<file path="src/rtl/feda_pkg.sv">
// Shared widths, constants and types for the feedback echo delay block.
package feda_pkg;

  // Field and register widths
  localparam int SAMPLE_W   = 12;
  localparam int GAIN_W     = 7;
  localparam int LEN_W      = 14;
  localparam int ENTRY_W    = 16;
  localparam int OUT_W      = 17;
  localparam int CFG_IDX_W  = 2;
  localparam int CFG_DATA_W = 14;

  // Datapath widths: entry + sample, times gain (max 8,843,010 < 2^24)
  localparam int SUM_W  = 17;
  localparam int PROD_W = 24;

  // Divide by 100 as multiply by ceil(2^31 / 100) and shift; exact below 2^24
  localparam int                 RECIP_W   = 25;
  localparam int                 QUO_W     = PROD_W + RECIP_W;
  localparam int                 DIV_SHIFT = 31;
  localparam logic [RECIP_W-1:0] DIV_MUL   = 25'd21474837;

  // Register reset values
  localparam logic [GAIN_W-1:0] GAIN_RESET = 7'd50;
  localparam logic [LEN_W-1:0]  LEN_RESET  = 14'd4999;

  // Configuration register indexes
  typedef enum logic [CFG_IDX_W-1:0] {
    REG_GAIN   = 2'd0,
    REG_LENGTH = 2'd1
  } cfg_reg_t;

  // Advance strobes for the arithmetic stages
  typedef struct packed {
    logic adv1;  // stage 1 moves into stage 2
    logic adv2;  // stage 2 moves into stage 3
  } pipe_ctl_t;

endpackage

</file>
<file path="src/rtl/feda_index.sv">
// Configuration registers and the circular write index with its wrap logic.
module feda_index #(
  parameter int MAX_DELAY = 8192,
  parameter int AW        = 13
) (
  input  logic                            clk,
  input  logic                            rst,
  input  logic                            cfg_write,
  input  logic [feda_pkg::CFG_IDX_W-1:0]  cfg_index,
  input  logic [feda_pkg::CFG_DATA_W-1:0] cfg_data,
  input  logic                            accept,
  output logic [AW-1:0]                   idx,
  output logic [AW-1:0]                   idx_next,
  output logic [feda_pkg::GAIN_W-1:0]     gain
);
  import feda_pkg::*;

  // Compare width: holds both the length register and MAX_DELAY itself
  localparam int CW = (AW + 1 > LEN_W) ? AW + 1 : LEN_W;

  logic [LEN_W-1:0] len;
  logic [CW-1:0]    eff_len;
  logic [AW:0]      inc;
  logic             wrap;

  // Length saturates at the store depth; zero behaves like one
  assign eff_len  = (CW'(len) > CW'(MAX_DELAY)) ? CW'(MAX_DELAY) : CW'(len);
  assign inc      = {1'b0, idx} + (AW + 1)'(1);
  assign wrap     = CW'(inc) >= eff_len;
  assign idx_next = wrap ? '0 : inc[AW-1:0];

  always_ff @(posedge clk) begin
    if (rst) begin
      gain <= GAIN_RESET;
      len  <= LEN_RESET;
      idx  <= '0;
    end else begin
      if (cfg_write) begin
        case (cfg_reg_t'(cfg_index))
          REG_GAIN:   gain <= cfg_data[GAIN_W-1:0];
          REG_LENGTH: len  <= cfg_data[LEN_W-1:0];
          default:    ;
        endcase
      end
      if (accept) begin
        idx <= idx_next;
      end
    end
  end

endmodule

</file>
<file path="config.mk">
export PLATFORM = sky130hd
export DESIGN_NAME = feda_index
export DESIGN_NICKNAME = d
export VERILOG_FILES = /design/src/rtl/feda_pkg.sv /design/src/rtl/feda_index.sv
export SDC_FILE = /design/constraint.sdc
export NUM_CORES = 1
export LEC_CHECK = 0
export BUFFER_PORTS_ARGS = -buffer_cell sky130_fd_sc_hd__buf_2
export CORE_AREA = 2 2 81 52
export CTS_BUF_LIST = sky130_fd_sc_hd__clkbuf_2
export CTS_CLUSTER_SIZE = 14
export DETAILED_ROUTE_END_ITERATION = 16
export DIE_AREA = 0 0 83 54
export PLACE_DENSITY = 0.91
export RECOVER_POWER = 50
export SKIP_CTS_REPAIR_TIMING = 1
export SYNTH_ARGS = -nofsm -noshare
export SYNTH_HDL_FRONTEND = slang
export SYNTH_SLANG_ARGS = --single-unit
</file>
<file path="constraint.sdc">
create_clock -name clk -period 2.91 [get_ports clk]
set_clock_uncertainty 0.1 [all_clocks]
set_input_delay 0.291 -clock clk [delete_from_list [all_inputs] [get_ports clk]]
set_output_delay 0.291 -clock clk [all_outputs]
set_load 0.005 [all_outputs]
</file>
* After elaboration in Yosys (flattened, before gate mapping) *
Cells that the tools add are included.

storage, ports and cells
  flip-flop bits (word level) = 34

cells by class
  $add $sub $neg = 1
  magnitude comparators = 2
  equal/unequal tests = 1
  muxes and demuxes = 2
  reductions and logical operators = 3

operator list
  operator                                              number
  adder 13 x 1 -> 14 bit (second input constant)        1
  greater-or-equal comparator 14 bit                    1
  > comparator 14 bit (second input constant)           1
  two-way mux 14 bit                                    1
  two-way mux 13 bit                                    1
  AND reduction 2 bit                                   2
  equality test 2 x 1 -> 1 bit (second input constant)  1
  logical NOT 2 bit                                     1

* Longest topological paths before layout *
  depth after elaboration = 4
  gate-level depth with buffers = 13
  gate-level depth less buffers = 12

* Least setup slack after synthesis *
No wires, ideal clock.

  path type = register -> output
  start point = reg idx[0]
  end point = out idx_next[12]
  data arrival time = 2.432 ns
  path slack = 0.087 ns
  cell stages (with the launch flop) = 13
  path through = dfxtp_1 and4_1 and4_4 nand3_2 xor2_1 inv_1 ha_1 a21oi_1 o21ai_0 a41oi_2 nand3_2 buf_4 nor2_1

between the ends
  word-level cells in the longest chain between the ends = 3

RTL lines
  item                                RTL line          text
  start, declared                     feda_index.sv:12  output logic [AW-1:0] idx,
  start signal, assigned              feda_index.sv:46  idx <= idx_next;
  adder 13 x 1 -> 14 bit (*)          feda_index.sv:28  assign inc = {1'b0, idx} + (AW + 1)'(1);
  greater-or-equal comparator 14 bit  feda_index.sv:29  assign wrap = CW'(inc) >= eff_len;
  two-way mux 13 bit (*)              feda_index.sv:30  assign idx_next = wrap ? '0 : inc[AW-1:0];
  end, declared                       feda_index.sv:13  output logic [AW-1:0] idx_next,

Every way passes the cells marked *; elsewhere a longest branch is shown, timed or not.

* Worst setup path after layout *
  start point = reg idx[0]
  end point = out idx_next[2]

The elaborated chain is that of the path after synthesis.

==> out/metrics.cfg <==
[run_status]
outcome = finished, violations left
violations = hold timing, setup timing

[route]
wl_um = 5800
drtPass1Iterations = 7
drt-initial-drc-count = 125
ant_nets = 0
vias_per_cell = 5.36
wire_per_inst_um = 15.6
drc_errors = 0
num_vias = 1990

[sta]
slew_violations = 0
fin_crit_ns = 3.33
hold_viol = 3
fin_crit_sh_pct = 114
rsz0062_at_grt = yes
setup_viol = 25
holdWs_ns = -0.0123
slew_headroom_pct = 40.5
max_slew.worst_pin.slew_ns = 0.889
maxClockFrequency_mhz = 300
setup_slack_ns = -0.422
setup_tns_ns = -6.29

[yosys]
synth_area_per_cell_um2 = 7.96
synth_edf_count = 0
yosys_register_bits = 34
yosys_warnings = 0
synthFlopType = dfxtp_1
synth_nets = 277
synthTopCellsByArea = dfxtp_1, nand2_1, ha_1
synth_cells = 242
async_flop_share_pct = 0
synth_top_area_share_pct = 35.3
yosysTopAreaCell = dfxtp_1
seq_area_frac_synth_pct = 35.3
synthesis.area_um2 = 1930
synth_cell_types = 39

[floorplan]
core-area_um2 = 3850
ioPinCount = 53
die_h_um = 54
rows = 18
fp.dieW_um = 83
die-area_um2 = 4480
start_util_pct = 50.0

[worst_hold_path]
hold_depth = 2
hold_path_class = in -> reg
hold_path_end = gain[4]
min_from = cfg_data[4]

[clocking]
ctsLongestPathBuffers = 2
cts_root_buffer = clkbuf_2
clkTransAtPathRegs_ns = 0.20
cts_buffers = 5
cts_tree = built
htreeDepth = 2
clkSinkCount = 34
insertion_delay_ns = 0.42

[cells_and_area]
area_growth_pct = 39.5
nNetsFinal = 355
diodes = 0
final_util_pct = 69.8
drive_gt1_share_pct = 38.6
fill_cells = 283

[global_routing]
grt_max_degree = 26
grt_pass1_vias = 1767
grt_use_total_pct = 22.7
antenna_found_initial = 0
gr-total-overflow = 0
grt_pass1_wl_um = 7850

[worst_setup_path]
reg2reg_slack_ns = -0.12
crit_slowest_cell = dfxtp_4
critPathMaxFanout = 7
arrival_ns = 2.94
critPathLaunchType = flip-flop
slowest_delay_ns = 0.42
path_class = reg -> out
r2r-start = idx[9]
ff2ff_path_depth = 13
endpoint_kind = output port
path_cells = and4_4, and4_4, nand3_4, xor2_2, inv_2, ha_4, nand4_1, nor3_1, o21bai_1, nand3_2, buf_6, nor2_2, buf_2
worstReg2RegEnd = idx[4]
required_ns = 2.52
crit_path_frequent_cell = and4_4

[power_and_ir_drop]
finalPower_mw = 0.856
leakagePower_nw = 1.29
power_density_nw_per_um2 = 318
max-vdd-ir-drop_uv = 292

[place]
place_congestion = 0.904
numPortBuffers = 52
detailed_place_hpwl_um = 3900

[job]
cap_violations = 0

worst max-delay path, delay by kind of cell, from the launching register on:
family | cells | cell delay, ns
compound gates | 1 | 0.14
xor+xnor | 1 | 0.23
fa+ha+maj | 1 | 0.27
buf+inv | 3 | 0.35
flops | 1 | 0.42
simple gates | 7 | 1.10
where the power goes:
part	total (mW)	internal (mW)	switching, mW
registers	0.492	0.480	0.0122
clock network	0.235	0.0546	0.180
logic	0.129	0.0594	0.0697
total	0.856	0.594	0.262
per-stage QoR:
| stage | setup WS, ns | instances | hold WS (ns) | instance area, um^2 |
|---|---|---|---|---|
| after global routing | -0.537 | 371 | 0.000305 | 2690 |
| after CTS | -0.568 | 363 | 0.00684 | 2380 |
| after floorplan | 0.0869 | 242 | 0.285 | 1930 |
| after detailed placement | -0.111 | 355 | 0.361 | 2340 |
| after global placement | 0.0284 | 355 | 0.358 | 2340 |
| final | -0.422 | 371 | -0.0123 | 2690 |
placed cells by master (no fill, tap or decap), types with 8 or more instances in the layout:
| master | instances |
|---|---|
| inv_1 | 11 |
| dfxtp_1 | 31 |
| a21oi_1 | 10 |
| nand3b_1 | 8 |
| o21ai_1 | 9 |
| nand2_1 | 60 |
| nor2_1 | 14 |
| buf_2 | 51 |
| ha_1 | 9 |
| buf_4 | 21 |
final cells by class:
cell class	count	area, um^2	area share [%]
tap	50	62.6	2.33
inverter	13	48.8	1.81
clock inverter	3	16.3	0.605
timing repair buffer	81	494	18.4
sequential	34	692	25.7
multi-input combinational	185	1350	50.2
clock buffer	5	25.0	0.931
Yosys cell counts (3+ instances only):
library cell and n:
nand4_1 3, clkbuf_1 5, xor2_1 8, o21ai_0 3, nand3b_1 8, nor2_1 22, a211o_1 4, nand2_1 60
o21ai_1 9, dfxtp_1 34, mux2i_1 4, ha_1 15, xnor2_1 3, nor2b_1 6, a21oi_1 12, nand3_2 3
nand3_1 3, inv_1 13
cells by family (layout without fill, tap and decap cells):
| family | after synthesis | in the layout | synth area share [%] |
|---|---|---|---|
| buffers and inverters | 23 | 102 | 6.17 |
| multiplexers | 4 | 4 | 2.08 |
| AND/OR/NAND/NOR | 119 | 119 | 29.9 |
| AO/OA/AOI/OAI | 36 | 36 | 11.8 |
| flip-flops | 34 | 34 | 35.3 |
| adder cells (fa/ha/maj) | 15 | 15 | 9.74 |
| XOR/XNOR | 11 | 11 | 5.00 |
worst max path at each step:
stage                              end   start
final                      idx_next[2]  idx[0]
after CTS                  idx_next[7]  idx[1]
after global routing       idx_next[2]  idx[0]
after global placement     idx_next[7]  idx[1]
after floorplan           idx_next[12]  idx[0]
after detailed placement        idx[3]  idx[1]
flip-flops by register name (all words and copies together), names as in the netlist:
signal  cells
gain        7
idx        13
len        14
per-layer routing:
layer	share of wire (%)	track usage, %	up-vias
met4	0.79	7.65	0
met5	0	0	-
li1	-	-	966
met3	7.0	6.44	8
met2	48	40.2	75
met1	44	27.3	941
(Power assumes the default switching activity.)
