===== config.mk =====
export PLATFORM = sky130hd
export DESIGN_NAME = feda_scale
export DESIGN_NICKNAME = d
export VERILOG_FILES = /design/src/rtl/feda_pkg.sv /design/src/rtl/feda_scale.sv
export SDC_FILE = /design/constraint.sdc
export NUM_CORES = 1
export LEC_CHECK = 0
export BUFFER_PORTS_ARGS = -buffer_cell sky130_fd_sc_hd__buf_4
export CAP_MARGIN = 20
export CORE_MARGIN = 8
export CORE_UTILIZATION = 65
export DETAILED_ROUTE_END_ITERATION = 10
export GPL_ROUTABILITY_DRIVEN = 0
export PLACE_DENSITY = 0.94
export SYNTH_ARGS = -nofsm -noshare
export SYNTH_HDL_FRONTEND = slang
export SYNTH_SLANG_ARGS = --single-unit

===== constraint.sdc =====
create_clock -name clk -period 9.2 [get_ports clk]
set_clock_uncertainty 0.1 [all_clocks]
set_input_delay 1.38 -clock clk [delete_from_list [all_inputs] [get_ports clk]]
set_output_delay 1.38 -clock clk [all_outputs]
set_load 0.01 [all_outputs]

===== src/rtl/feda_pkg.sv =====
// Shared widths, constants and types for the feedback echo delay block.
package feda_pkg;

  // Field and register widths
  localparam int SAMPLE_W   = 12;
  localparam int GAIN_W     = 7;
  localparam int LEN_W      = 14;
  localparam int ENTRY_W    = 16;
  localparam int OUT_W      = 17;
  localparam int CFG_IDX_W  = 2;
  localparam int CFG_DATA_W = 14;

  // Datapath widths: entry + sample, times gain (max 8,843,010 < 2^24)
  localparam int SUM_W  = 17;
  localparam int PROD_W = 24;

  // Divide by 100 as multiply by ceil(2^31 / 100) and shift; exact below 2^24
  localparam int                 RECIP_W   = 25;
  localparam int                 QUO_W     = PROD_W + RECIP_W;
  localparam int                 DIV_SHIFT = 31;
  localparam logic [RECIP_W-1:0] DIV_MUL   = 25'd21474837;

  // Register reset values
  localparam logic [GAIN_W-1:0] GAIN_RESET = 7'd50;
  localparam logic [LEN_W-1:0]  LEN_RESET  = 14'd4999;

  // Configuration register indexes
  typedef enum logic [CFG_IDX_W-1:0] {
    REG_GAIN   = 2'd0,
    REG_LENGTH = 2'd1
  } cfg_reg_t;

  // Advance strobes for the arithmetic stages
  typedef struct packed {
    logic adv1;  // stage 1 moves into stage 2
    logic adv2;  // stage 2 moves into stage 3
  } pipe_ctl_t;

endpackage


===== src/rtl/feda_scale.sv =====
// Feedback arithmetic: (entry + sample) * gain, then divide by 100, two register stages.
module feda_scale (
  input  logic                          clk,
  input  feda_pkg::pipe_ctl_t           ctl,
  input  logic [feda_pkg::ENTRY_W-1:0]  old_val,
  input  logic [feda_pkg::SAMPLE_W-1:0] sample1,
  input  logic [feda_pkg::GAIN_W-1:0]   gain,
  output logic [feda_pkg::ENTRY_W-1:0]  new_val
);
  import feda_pkg::*;

  logic [SUM_W-1:0]  sum;
  logic [PROD_W-1:0] prod_next;
  logic [PROD_W-1:0] prod;
  logic [QUO_W-1:0]  quo;

  // Stage 1: add and scale by gain
  assign sum       = SUM_W'(old_val) + SUM_W'(sample1);
  assign prod_next = PROD_W'(sum) * PROD_W'(gain);

  // Stage 2: reciprocal multiply, keep low 16 bits of the quotient
  assign quo = QUO_W'(prod) * QUO_W'(DIV_MUL);

  always_ff @(posedge clk) begin
    if (ctl.adv1) begin
      prod <= prod_next;
    end
    if (ctl.adv2) begin
      new_val <= quo[DIV_SHIFT +: ENTRY_W];
    end
  end

endmodule


* After elaboration in Yosys (flattened, before gate mapping)
Index checks and enable logic that the tools add are counted.
** Word-level totals
- Word-level logic and storage cells :: 5
- Register bits after elaboration :: 40
- Output and inout port bits :: 16
- Input port bits :: 38
** Operators by class
- Add/subtract/negate cells :: 1
- $mul :: 2
** Operators with widths (count)
- 24-bit by 25-bit multiplier with 47-bit output, second input constant :: 1
- 17-bit by 7-bit multiplier with 24-bit output :: 1
- 16-bit by 12-bit adder with 17-bit output :: 1

* Depth between registers and ports, before layout
- Word-level depth :: 2
- Mapped depth :: 26
- Mapped depth without buffers :: 26

* Least setup slack after synthesis
No wires, ideal clock.
- Path type :: input port to flip-flop
- Start point :: input old_val[0] in the netlist's numbering
- End point :: register prod[23], data pin
- Required time :: 8.840 ns
- Path buffers :: 0
- Arrival time :: 6.878 ns
- Path slack :: 1.963 ns
- Setup time :: 0.260 ns
- Stages on the path :: 26
- Path through :: ha_1 > inv_1 > fa_1 > nor2b_1 > o21ai_1 > a21boi_1 > o211ai_1 > a21o_1 > a311oi_1 > xnor2_1 > nor2b_1 > fa_1 > fa_1 > fa_1 > inv_1 > fa_1 > inv_1 > ha_1 > a21o_1 > a21o_1 > a21o_1 > nor3_1 > nand3_1 > a31o_1 > a21oi_1 > xnor2_1
** Between the ends
- Longest elaborated chain between the ends :: 2
** Ends and longest elaborated chain
- start, declared :: RTL line feda_scale.sv:5 : input logic [feda_pkg::ENTRY_W-1:0] old_val,
- 16-bit by 12-bit adder with 17-bit output :: RTL line feda_scale.sv:18 : assign sum = SUM_W'(old_val) + SUM_W'(sample1);
- 17-bit by 7-bit multiplier with 24-bit output :: RTL line feda_scale.sv:19 : assign prod_next = PROD_W'(sum) * PROD_W'(gain);
- net prod_next[23] :: RTL line feda_scale.sv:13 : logic [PROD_W-1:0] prod_next;
- end signal, assigned :: RTL line feda_scale.sv:26 : prod <= prod_next;
- end, declared :: RTL line feda_scale.sv:14 : logic [PROD_W-1:0] prod;
The timed path passes the listed nets, and every way through them passes these cells.
A chain may end at the register's enable or synchronous reset.

* Worst setup path in the final report
- Start point :: register prod[7]
- End point :: register new_val[15] in the netlist's numbering, data pin
** Between the ends
- Longest elaborated chain between the ends :: 1
** Ends and longest elaborated chain
- 24-bit by 25-bit multiplier with 47-bit output :: RTL line feda_scale.sv:22 : assign quo = QUO_W'(prod) * QUO_W'(DIV_MUL);
- net quo[46] :: RTL line feda_scale.sv:15 : logic [QUO_W-1:0] quo;
- end signal, assigned :: RTL line feda_scale.sv:29 : new_val <= quo[DIV_SHIFT +: ENTRY_W];
- end, declared :: RTL line feda_scale.sv:8 : output logic [feda_pkg::ENTRY_W-1:0] new_val
The timed path passes the listed nets, and every way through them passes these cells.

==> summary.txt <==
Logic synthesis
  • Largest cells by area after synthesis: fa_1, ha_1, inv_1
  • Syn_nets: 2,072
  • EDFF count, synth: 40
  • Area leader, netlist: fa_1
  • Post-Syn Instances: 1,462
  • Async set-or-reset flop fraction in the synthesized netlist: 0%
  • Synth Register Bits: 40
  • Top cell type's share of synthesized area: 37.1%
  • Sequential share of the synthesized area: 8.09%
  • Mean area per synthesized cell: 10.2 sq um
  • Cell Area, Synth: 14,800 sq um
  • Synth cell types: 66
  • Ys Warns: 0
  • Dominant synthesized flop cell: edfxtp_1

Critical path
  • Worst path slowest cell: edfxtp_1
  • CP Cell Sequence: inv_1, fa_1, inv_1, fa_1, inv_1, fa_1, inv_1, fa_1, fa_1, fa_1, inv_1, fa_1, inv_1, ha_1, nand2_1, nor3_1, o2111ai_1, a21oi_1, o21ai_2, a31oi_1, mux2i_1, nand4_1
  • Cell repeated most along the worst path: fa_1
  • WP data required: 9.13 ns
  • WP buf/inv: 6
  • CP Capture Type: register
  • Max incr delay on CP: 0.64 ns
  • Crit-path max FO: 8
  • Startpoint types: register
  • Critical path's top delay family: adder cells
  • Critical path arrival: 7.73 ns
  • Crit Path Class: register to register

Global route
  • GRT met3 Usage: 5.69%
  • Largest net degree at the start of global routing: 25
  • Vias in the first global route: 12,628
  • Met2 Use GR: 49.6%
  • First-pass GRT wire length: 62.6 mm
  • GRT Overall Usage: 28.3%
  • Gr ovfl total: 0
  • Initial antenna violation count: 1
  • Met1 Use GR: 30.2%
  • Gr busiest metal: met2

Drt
  • First-pass detailed-route iteration total: 6
  • Drt wl/cell: 21.5 um
  • Via density: 6.14
  • Antenna viol nets, final: 0
  • Detailed-route via count: 11,026
  • DRC viols: 0
  • DRT Wirelength: 38.6 mm
  • DRT iter0 DRCs: 1,108

Floorplan
  • Core area: 22,500 sq um
  • Die Wd: 167 um
  • Height of the die: 167 um
  • Io pins: 54
  • Initial Util: 66.0%
  • DIE AREA: 27,900 sq um
  • FP Rows: 55

STA
  • Minimum clock period after layout: 7.80 ns
  • Setup TNS Final: 0 ns
  • Fin crit share: 84.8%
  • Slew at the pin closest to its max-slew limit: 0.669 ns
  • # setup viols final: 0
  • Hold Vio Cnt, Final: 0
  • Max-slew violation count: 0
  • Slew HR: 54.2%
  • Worst setup margin: 1.40 ns
  • Fmax: 128 MHz
  • RSZ-0062 raised after global routing: no

Place
  • Placed wire-length estimate: 32.6 mm
  • Port buffer count: 53
  • Pre-CTS setup slack: 1.34 ns

Clock tree
  • Number of buffers created by CTS: 5
  • PostCTS Resize Cnt: 0
  • Clock Latency Late Sink: 0.31 ns
  • Post-CTS setup buffers: 0
  • H-tree depth reported by CTS: 2
  • Num Clock Sinks: 40
  • CTS Root Cell: clkbuf_16
  • Max clock buf depth: 2
  • CTS tree: yes
  • Hold buffers post-CTS: 0
  • Worst-path clk slew: 0.07 ns

Run
  • Max Cap Violations: 0

Finish
  • Nets: 2,121
  • Multi-input logic area: 12,300 sq um
  • Register Area: 1200 sq um
  • Area grow syn2layout: 5.75%
  • Fillers: 1,445
  • Layout cell share with drive strength beyond 1: 5.49%

Hold path
  • Worst Hold Class: input port to register

Outcome
  • Status: completed
[placed cells by master (no fill, tap or decap), types with 3 or more instances in the layout]
cell,Yosys,final
o2111ai_1,3,3
a21o_1,26,26
a211oi_1,4,4
o21a_1,10,10
nand3_1,10,10
nand2b_1,9,9
ha_1,297,297
mux2i_1,6,6
nor3_1,11,11
nor2_1,41,41
fa_1,275,275
o21bai_1,3,3
o21ai_0,12,12
xnor2_1,38,38
edfxtp_1,40,40
nand2_1,68,68
or2_2,5,5
a31oi_1,6,6
or3_1,3,3
nor2b_1,22,22
buf_4,0,53
o21ai_1,11,11
clkbuf_16,0,5
nand4_1,8,8
inv_1,351,351
a31o_1,3,3
xor2_1,11,11
a21oi_1,47,47
and3_1,10,10
and2_1,75,75
[kinds of logic (layout without fill, tap and decap cells)]
family	count (synthesis)	after routing	synth area share, %
AOI/OAI and AO/OA	156	156	7.34
and+or+nand+nor	272	272	9.68
adders and majority gates	572	572	62.1
xor gates and xnor gates	50	50	3.00
other	0	1	0
buffers and inverters	364	413	9.21
muxes	8	8	0.556
DFF	40	40	8.09
[final cells by class]
| cell class | count | share of cell area (%) |
|---|---|---|
| Clock inverter | 2 | 0.0797 |
| Antenna cell | 1 | 0.0159 |
| Multi-Input combinational cell | 1058 | 78.2 |
| Inverter | 353 | 8.45 |
| Tap cell | 285 | 2.27 |
| Sequential cell | 40 | 7.65 |
| Clock buffer | 5 | 0.797 |
| Timing Repair Buffer | 53 | 2.53 |
[stage by stage]
step	util (%)	area, sq um	hold WS (ns)	std cells
3_5_place_dp	69.1	15600	1.53	1789
6_report	69.8	15700	1.35	1797
3_3_place_gp	69.1	15600	1.40	1789
2_1_floorplan	-	14800	1.17	1462
4_1_cts	69.7	15700	1.36	1796
5_1_grt	69.7	15700	1.37	1796
[registers in the layout, summed over array words and instances, names as in the netlist]
| name | count |
|---|---|
| prod | 24 |
| new_val | 16 |
[final timing paths]
| path | startpoint | end | slack (ns) | cells past startpoint |
|---|---|---|---|---|
| worst max-delay path | prod[7] | new_val[15] | 1.40 | 22 |
| worst min-delay path | ctl[0] | new_val[1] | 1.35 | 1 |
| worst max register to register | prod[7] | new_val[15] | 1.40 | 22 |
| worst min register to register | prod[22] | new_val[15] | 1.62 | 5 |
[metal layers]
layer	wire (um)	share of wire [%]
met1	13400	35
met2	19000	49
met3	3110	8.1
met4	3000	7.8
met5	0	0
[cell usage after synthesis, drive strengths merged, types with 7 or more instances]
cell and count:
a21o 26, a21oi 50, a31oi 7, and2 75, and3 10, clkbuf 10
edfxtp 40, fa 275, ha 297, inv 352, nand2 68, nand2b 9
nand3 10, nand4 8, nor2 42, nor2b 22, nor3 11, o21a 10
o21ai 26, xnor2 38, xor2 12
Power is left out: the tool's default activity adds up to more than one toggle a clock period on the data nets, which glitch-free logic cannot reach.
